## config.mk

```make
export PLATFORM = sky130hd
export DESIGN_NAME = first_fit_block_allocator
export DESIGN_NICKNAME = d
export VERILOG_FILES = /design/src/hdl/ffba_pkg.sv /design/src/hdl/ffba_ram.sv /design/src/hdl/first_fit_block_allocator.sv
export SDC_FILE = /design/constraint.sdc
export NUM_CORES = 2
export LEC_CHECK = 0
export ABC_AREA = 1
export ABC_CLOCK_PERIOD_IN_PS = 5370
export BUFFER_PORTS_ARGS = -buffer_cell sky130_fd_sc_hd__buf_2
export CORE_MARGIN = 5
export CORE_UTILIZATION = 30
export DETAILED_ROUTE_END_ITERATION = 12
export MAX_ROUTING_LAYER = met4
export PLACE_DENSITY = 0.55
export REMOVE_ABC_BUFFERS = 1
export SKIP_LAST_GASP = 1
export SLEW_MARGIN = 20
export SYNTH_ARGS = -nofsm -noshare
export SYNTH_HDL_FRONTEND = slang
export SYNTH_SLANG_ARGS = --single-unit
```

## constraint.sdc

```tcl
create_clock -name clk_i -period 5.37 [get_ports clk_i]
set_clock_uncertainty 0.15 [all_clocks]
set_input_delay 0.537 -clock clk_i [delete_from_list [all_inputs] [get_ports clk_i]]
set_output_delay 0.537 -clock clk_i [all_outputs]
set_load 0.01 [all_outputs]
```

## src/hdl/ffba_pkg.sv

```systemverilog
// ----------------------------------------------------------------------------
// ffba_pkg - shared types and constants of the first-fit block allocator
// Block table geometry, entry record, status codes and sequencer states.
// ----------------------------------------------------------------------------
package ffba_pkg;

  localparam int MemBytes  = 16384;
  localparam int HdrBytes  = 24;
  localparam int MaxBlocks = 64;
  localparam int IdxW      = $clog2(MaxBlocks);
  localparam int CntW      = IdxW + 1;
  localparam int StartW    = 14;
  localparam int SizeW     = 15;

  typedef struct packed {
    logic [StartW-1:0] start;
    logic [SizeW-1:0]  size;
    logic              free;
  } entry_t;

  localparam int EntryW = $bits(entry_t);

  localparam entry_t ResetEntry = '{start: '0, size: SizeW'(MemBytes - HdrBytes), free: 1'b1};

  typedef enum logic [1:0] {
    StOk       = 2'd0,
    StNoFit    = 2'd1,
    StBadOfs   = 2'd2,
    StTblFull  = 2'd3
  } status_e;

  typedef enum logic [3:0] {
    S_IDLE,
    S_SCAN_RD,
    S_SCAN_CHK,
    S_SHIFT_RD,
    S_SHIFT_WR,
    S_SPLIT_HI,
    S_SPLIT_LO,
    S_COAL_RD,
    S_COAL_CHK,
    S_COAL_END,
    S_DONE
  } state_e;

endpackage

```

## src/hdl/ffba_ram.sv

```systemverilog
// ----------------------------------------------------------------------------
// ffba_ram - generic single-write, single-read RAM
// One write port and one read port with registered read data.
// ----------------------------------------------------------------------------
module ffba_ram #(
  parameter int Width = 8,
  parameter int Depth = 64
) (
  input  logic                     clk_i,
  input  logic                     we_i,
  input  logic [$clog2(Depth)-1:0] waddr_i,
  input  logic [Width-1:0]         wdata_i,
  input  logic [$clog2(Depth)-1:0] raddr_i,
  output logic [Width-1:0]         rdata_o
);

  logic [Width-1:0] mem_q [Depth];

  always_ff @(posedge clk_i) begin
    if (we_i) begin
      mem_q[waddr_i] <= wdata_i;
    end
    rdata_o <= mem_q[raddr_i];
  end

endmodule

```

## src/hdl/first_fit_block_allocator.sv

```systemverilog
// ----------------------------------------------------------------------------
// first_fit_block_allocator - first-fit allocator with coalescing
// Keeps an address-ordered block table in RAM and serves allocate/free.
// ----------------------------------------------------------------------------
// Usage:
//   Raise start with action_i, request_size_i and block_offset_i; the request
//   is taken when start is high and busy is low. busy stays high until the
//   result has been shown. The result appears on status_o and
//   granted_offset_o for exactly one cycle with done_o high; the receiver
//   cannot stall it.
//   Sequencing: each table entry visited takes a read and a check state on
//   the single RAM read port (address, then registered data). Allocate of
//   entry i in a table of n entries scans 0..i, then a split shifts the
//   entries above i up by one and writes both halves. Free of entry i scans
//   0..i, then merges in a pass over all n entries. A miss scans all n.
//   Worst case is a free of the last of 64 entries. One request at a time.
//   Reset: the table holds one free block at offset 0 spanning the memory
//   less one header; no clearing pass is needed.
// ----------------------------------------------------------------------------
module first_fit_block_allocator (
  input  logic                       clk_i,
  input  logic                       rst_ni,
  input  logic                       start,
  output logic                       busy,
  input  logic                       action_i,
  input  logic [ffba_pkg::SizeW-1:0]  request_size_i,
  input  logic [ffba_pkg::StartW-1:0] block_offset_i,
  output logic                       done_o,
  output logic [1:0]                 status_o,
  output logic [ffba_pkg::StartW-1:0] granted_offset_o
);
  import ffba_pkg::*;

  state_e state_q, state_d;

  logic              act_q, act_d;
  logic [SizeW-1:0]  req_q, req_d;
  logic [StartW-1:0] off_q, off_d;
  logic [IdxW-1:0]   idx_q, idx_d;
  logic [IdxW-1:0]   j_q, j_d;
  logic [IdxW-1:0]   w_q, w_d;
  logic [CntW-1:0]   cnt_q, cnt_d;
  entry_t            fnd_q, fnd_d;
  entry_t            wrec_q, wrec_d;
  logic              e0_wr_q, e0_wr_d;
  logic [IdxW-1:0]   raddr_q;
  status_e           status_q, status_d;
  logic [StartW-1:0] grant_q, grant_d;

  logic              we;
  logic [IdxW-1:0]   waddr, raddr;
  entry_t            wdata;
  logic [EntryW-1:0] ram_rdata;
  entry_t            rec, crec;

  logic              hit, last, split_ok, coal_last, do_shift;
  logic [SizeW-1:0]  rem;

  ffba_ram #(.Width(EntryW), .Depth(MaxBlocks)) u_table (
    .clk_i   (clk_i),
    .we_i    (we),
    .waddr_i (waddr),
    .wdata_i (wdata),
    .raddr_i (raddr),
    .rdata_o (ram_rdata)
  );

  // entry 0 reads as its reset value until first written
  assign rec = (raddr_q == '0 && !e0_wr_q) ? ResetEntry : entry_t'(ram_rdata);

  always_comb begin
    crec = rec;
    if (raddr_q == idx_q) begin
      crec.free = 1'b1;
    end
  end

  assign rem       = rec.size - req_q;
  assign hit       = act_q ? (rec.start == off_q) : (rec.free && rec.size >= req_q);
  assign last      = (CntW'(idx_q) + CntW'(1)) == cnt_q;
  assign split_ok  = !(rem < SizeW'(HdrBytes));
  assign coal_last = (CntW'(raddr_q) + CntW'(1)) == cnt_q;
  assign do_shift  = CntW'(j_q) > (CntW'(idx_q) + CntW'(1));

  // next state
  always_comb begin
    state_d = state_q;
    unique case (state_q)
      S_IDLE:     if (start) state_d = S_SCAN_RD;
      S_SCAN_RD:  state_d = S_SCAN_CHK;
      S_SCAN_CHK: begin
        if (hit) begin
          if (act_q) state_d = S_COAL_RD;
          else if (!split_ok || cnt_q >= CntW'(MaxBlocks)) state_d = S_DONE;
          else state_d = S_SHIFT_RD;
        end else if (last) begin
          state_d = S_DONE;
        end else begin
          state_d = S_SCAN_RD;
        end
      end
      S_SHIFT_RD: state_d = do_shift ? S_SHIFT_WR : S_SPLIT_HI;
      S_SHIFT_WR: state_d = S_SHIFT_RD;
      S_SPLIT_HI: state_d = S_SPLIT_LO;
      S_SPLIT_LO: state_d = S_DONE;
      S_COAL_RD:  state_d = S_COAL_CHK;
      S_COAL_CHK: state_d = coal_last ? S_COAL_END : S_COAL_RD;
      S_COAL_END: state_d = S_DONE;
      S_DONE:     state_d = S_IDLE;
      default:    state_d = S_IDLE;
    endcase
  end

  // datapath and outputs
  always_comb begin
    act_d    = act_q;
    req_d    = req_q;
    off_d    = off_q;
    idx_d    = idx_q;
    j_d      = j_q;
    w_d      = w_q;
    cnt_d    = cnt_q;
    fnd_d    = fnd_q;
    wrec_d   = wrec_q;
    status_d = status_q;
    grant_d  = grant_q;
    we       = 1'b0;
    waddr    = idx_q;
    wdata    = rec;
    raddr    = idx_q;
    unique case (state_q)
      S_IDLE: begin
        if (start) begin
          act_d    = action_i;
          req_d    = request_size_i;
          off_d    = block_offset_i;
          idx_d    = '0;
          j_d      = cnt_q[IdxW-1:0];
          status_d = action_i ? StBadOfs : StNoFit;
          grant_d  = '0;
        end
      end
      S_SCAN_CHK: begin
        fnd_d = rec;
        if (hit) begin
          if (act_q) begin
            status_d = StOk;
            w_d      = '0;
          end else if (!split_ok) begin
            we         = 1'b1;
            wdata      = rec;
            wdata.free = 1'b0;
            status_d   = StOk;
            grant_d    = rec.start;
          end else if (cnt_q >= CntW'(MaxBlocks)) begin
            status_d = StTblFull;
          end
        end else if (!last) begin
          idx_d = idx_q + IdxW'(1);
        end
      end
      S_SHIFT_RD: raddr = j_q - IdxW'(1);
      S_SHIFT_WR: begin
        we    = 1'b1;
        waddr = j_q;
        wdata = rec;
        j_d   = j_q - IdxW'(1);
      end
      S_SPLIT_HI: begin
        we         = 1'b1;
        waddr      = idx_q + IdxW'(1);
        wdata.start = StartW'(fnd_q.start + StartW'(HdrBytes) + StartW'(req_q));
        wdata.size = SizeW'(fnd_q.size - req_q - SizeW'(HdrBytes));
        wdata.free = 1'b1;
      end
      S_SPLIT_LO: begin
        we         = 1'b1;
        wdata.start = fnd_q.start;
        wdata.size = req_q;
        wdata.free = 1'b0;
        cnt_d      = cnt_q + CntW'(1);
        status_d   = StOk;
        grant_d    = fnd_q.start;
      end
      S_COAL_RD: raddr = j_q;
      S_COAL_CHK: begin
        j_d = j_q + IdxW'(1);
        if (raddr_q == '0) begin
          wrec_d = crec;
        end else if (wrec_q.free && crec.free) begin
          // merge into the block being built
          wrec_d.size = SizeW'(wrec_q.size + crec.size + SizeW'(HdrBytes));
        end else begin
          we     = 1'b1;
          waddr  = w_q;
          wdata  = wrec_q;
          w_d    = w_q + IdxW'(1);
          wrec_d = crec;
        end
      end
      S_COAL_END: begin
        we    = 1'b1;
        waddr = w_q;
        wdata = wrec_q;
        cnt_d = CntW'(w_q) + CntW'(1);
      end
      default: ;
    endcase
    // the merge pass walks from entry 0 with j as its read index
    if (state_q == S_SCAN_CHK && hit && act_q) begin
      j_d = '0;
    end
  end

  assign e0_wr_d = e0_wr_q | (we && waddr == '0);

  always_ff @(posedge clk_i or negedge rst_ni) begin
    if (!rst_ni) begin
      state_q  <= S_IDLE;
      cnt_q    <= CntW'(1);
      e0_wr_q  <= 1'b0;
      status_q <= StOk;
      grant_q  <= '0;
    end else begin
      state_q  <= state_d;
      cnt_q    <= cnt_d;
      e0_wr_q  <= e0_wr_d;
      status_q <= status_d;
      grant_q  <= grant_d;
    end
  end

  always_ff @(posedge clk_i) begin
    act_q   <= act_d;
    req_q   <= req_d;
    off_q   <= off_d;
    idx_q   <= idx_d;
    j_q     <= j_d;
    w_q     <= w_d;
    fnd_q   <= fnd_d;
    wrec_q  <= wrec_d;
    raddr_q <= raddr;
  end

  assign busy             = state_q != S_IDLE;
  assign done_o           = state_q == S_DONE;
  assign status_o         = status_q;
  assign granted_offset_o = grant_q;

`ifndef NO_ASSERTIONS
  a_cnt_range: assert property (@(posedge clk_i) disable iff (!rst_ni)
    cnt_q >= CntW'(1) && cnt_q <= CntW'(MaxBlocks))
    else $error("block count out of range");

  a_accept_busy: assert property (@(posedge clk_i) disable iff (!rst_ni)
    start && !busy |=> busy && !done_o)
    else $error("accepted request did not raise busy");

  a_done_pulse: assert property (@(posedge clk_i) disable iff (!rst_ni)
    done_o |=> !done_o && !busy)
    else $error("result strobe longer than one cycle");

  a_grant_zero: assert property (@(posedge clk_i) disable iff (!rst_ni)
    done_o && status_o != StOk |-> granted_offset_o == '0)
    else $error("offset granted on failed request");
`endif

endmodule
```

==> metrics.cfg <==
[critical_path]
worst-setup-path-type = reg2reg
arrival_ns = 5.30
end_kind = register
critPathLaunchType = register
worstPathMaxFanout = 22
cp_data_required_time_ns = 5.77

[floorplanning]
die_h_um = 559
dieArea_um2 = 312000
fp.coreArea_um2 = 300000
die_w_um = 559
start_util = 0.301
num_io_pins = 51
placementRows = 201

[placed_design]
io_buffers = 50
dp_slack_ns = 0.415
place_congestion = 0.918
dpl.hpwl_um = 176000
place_inst = 11600

[finish]
fin_cells = 12000
syn2layout_area_growth_pct = 17.1
multi_input_area_um2 = 22300
layout-drive-gt1-share = 0.114
seqCellArea_um2 = 62200
fin_nets = 8045
final.fill_count = 29200

[synthesis]
synth_flop_cell = edfxtp_1
ys_async_sr_fraction = 0.0134
synth_most_common_cell = edfxtp_1
yosysWarnings = 0
syn_area_um2 = 90300
avgSynthCellArea_um2 = 11.8
synth_seq_cells = 2091
synthDistinctLibCells = 62
netlist_top_cells_count = edfxtp_1 (2021), inv_1 (1216), nand2_1 (987), o21ai_0 (564), o211ai_1 (491)
synth-edff-count = 2021
ys_seq_area_frac = 0.689
synth_top_area_share = 0.672
synth_cells = 7664
synth.largest_area_cell = edfxtp_1
synthTopCellsByArea = edfxtp_1 (67%), inv_1 (5.1%), nand2_1 (4.1%), o211ai_1 (4.1%), o21ai_0 (3.1%)

[sta]
clock.fmax_ghz = 0.204
setup_viol = 0
grt_setup_unrepaired = no
fin_ws_ns = 0.463
period_share = 0.914
hold_violations = 0
slew_headroom = 0.260
worst_pin_slew_ns = 1.10
maxSlewViolCount = 0
period_needed_ns = 4.91

[global_route]
grt_pass1_vias = 56900
grt_max_degree = 121
antenna_found_initial = 13
grt-ovfl-total = 0
grt_pass1_wl_um = 402000
track_usage = 0.180

[min_path]
hold_path_class = in2async

[detailed_routing]
drt_wl_total_um = 281000
viasPerCell = 5.02
via_count = 60400
routedWlPerCell_um = 23.3
drc = 0
drtIter0Drc = 7606
dr.pass1.iters = 6
postRouteAntennaNets = 0

[clock_tree]
tritoncts = built
cts-buffers-inserted = 219
cts_htree_levels = 4
clock_latency_ns = 0.90
clock_sinks = 2091
clockBufferDepth = 4
root_buffer = clkbuf_16
clkTransAtPathRegs_ns = 0.07

[status]
status = finished clean

[flow_run]
cap_violations = 0

[logic make-up (layout without fill, tap and decap cells)]
group	Yosys count	after routing	synth area share
buffers and inverters	1674	2085	0.0739
DFF	2091	2091	0.689
adders and majority gates	106	106	0.0149
other	0	6	0
AOI/OAI and AO/OA	1734	1734	0.123
and+or+nand+nor	2010	2010	0.0943
xor gates and xnor gates	49	49	0.00475
[what timing repair did]
action | CTS | global route
buffers inserted | 0 | 0
resized for setup | 0 | 1
hold buffers | 32 | 0
setup endpoints to repair | 0 | 1
endpoints found under the hold margin | 58 | 0
[metal layers]
metal	routed length (um)	up-vias	share of wire	GRT usage
met1	122000	29700	0.43	0.251
met5	0	-	0	-
met2	125000	2524	0.45	0.269
li1	-	27700	-	-
met3	22700	421	0.081	0.0263
met4	11300	0	0.040	0.0629
[per-stage QoR]
stage,TNS (ns),cell area (um2),util,hold WS [ns]
2_1_floorplan,-1312.74,88300,-,0.0914
3_3_place_gp,0,98700,0.329,0.312
3_5_place_dp,0,98700,0.329,0.318
4_1_cts,0,106000,0.353,0.131
5_1_grt,0,106000,0.353,0.193
6_report,0,106000,0.353,0.170
[cells in the final DEF (no fill, tap or decap), drive strengths merged, types with 27 or more instances in the layout]
cell and instances:
o311ai 241, edfxtp 2021, dlygate4sd3 32, dfrtp 27, nand2 1021, o211ai 491
xor2 36, a21oi 338, clkbuf 275, nor2 448, clkinv 99, inv 1237
nand3 490, dfxtp 42, o21ai 583, buf 428, ha 103
[registers in the layout (all words and copies together) (netlist names)]
| name | count |
|---|---|
| act_q | 1 |
| u_table.rdata_o | 30 |
| off_q | 14 |
| granted_offset_o | 14 |
| e0_wr_q | 1 |
| raddr_q | 6 |
| w_q | 6 |
| wrec_q | 30 |
| fnd_q | 29 |
| j_q | 6 |
| status_o | 2 |
| u_table.mem_q | 1920 |
| req_q | 15 |
| cnt_q | 7 |
| idx_q | 6 |
| state_q | 4 |
[area by class of cell]
cell class | count | share of cell area
antenna | 6 | 0.000142
tap | 3958 | 0.0468
sequential | 2091 | 0.589
multi-input combinational | 3899 | 0.211
timing repair buffer | 460 | 0.0472
inverter | 1235 | 0.0439
clock buffer | 275 | 0.0549
clock inverter | 115 | 0.00780
[path summary, 6_finish.rpt]
| check | cells past startpoint | endpoint | startpoint | slack, ns |
|---|---|---|---|---|
| worst max-delay path | 22 | u_table.mem_q[26][6] | raddr_q[0] | 0.46 |
| worst min-delay path | 2 | granted_offset_o[3] | rst_ni | 0.17 |
| worst max register to register | 22 | u_table.mem_q[26][6] | raddr_q[0] | 0.46 |
| worst min register to register | 2 | status_o[1] | status_o[1] | 0.33 |
| max in group asynchronous | 2 | state_q[0] | rst_ni | 4.33 |
| min in group clk_i | 2 | req_q[13] | request_size_i[13] | 0.23 |
[worst max-delay path, stage by stage (launching register included)]
cell and delay [ns]:
dfxtp_1 0.42, inv_1 0.11, ha_1 0.26, nand4_4 0.13
inv_2 0.12, nor2_1 0.31, inv_1 0.17, ha_1 0.40
nand2_1 0.13, nor2_1 0.22, inv_1 0.07, nor3_1 0.17
nand2_1 0.12, nand3_1 0.11, nand2_1 0.06, nor2_1 0.09
nand3_1 0.07, nor2_1 0.15, nand4_2 0.18, nand2_8 0.24
nand2_4 0.27, nor2_4 0.34, buf_12 0.23
Power is not shown: default switching activity piles up to over one toggle a cycle in this logic, so the estimate is an artifact.
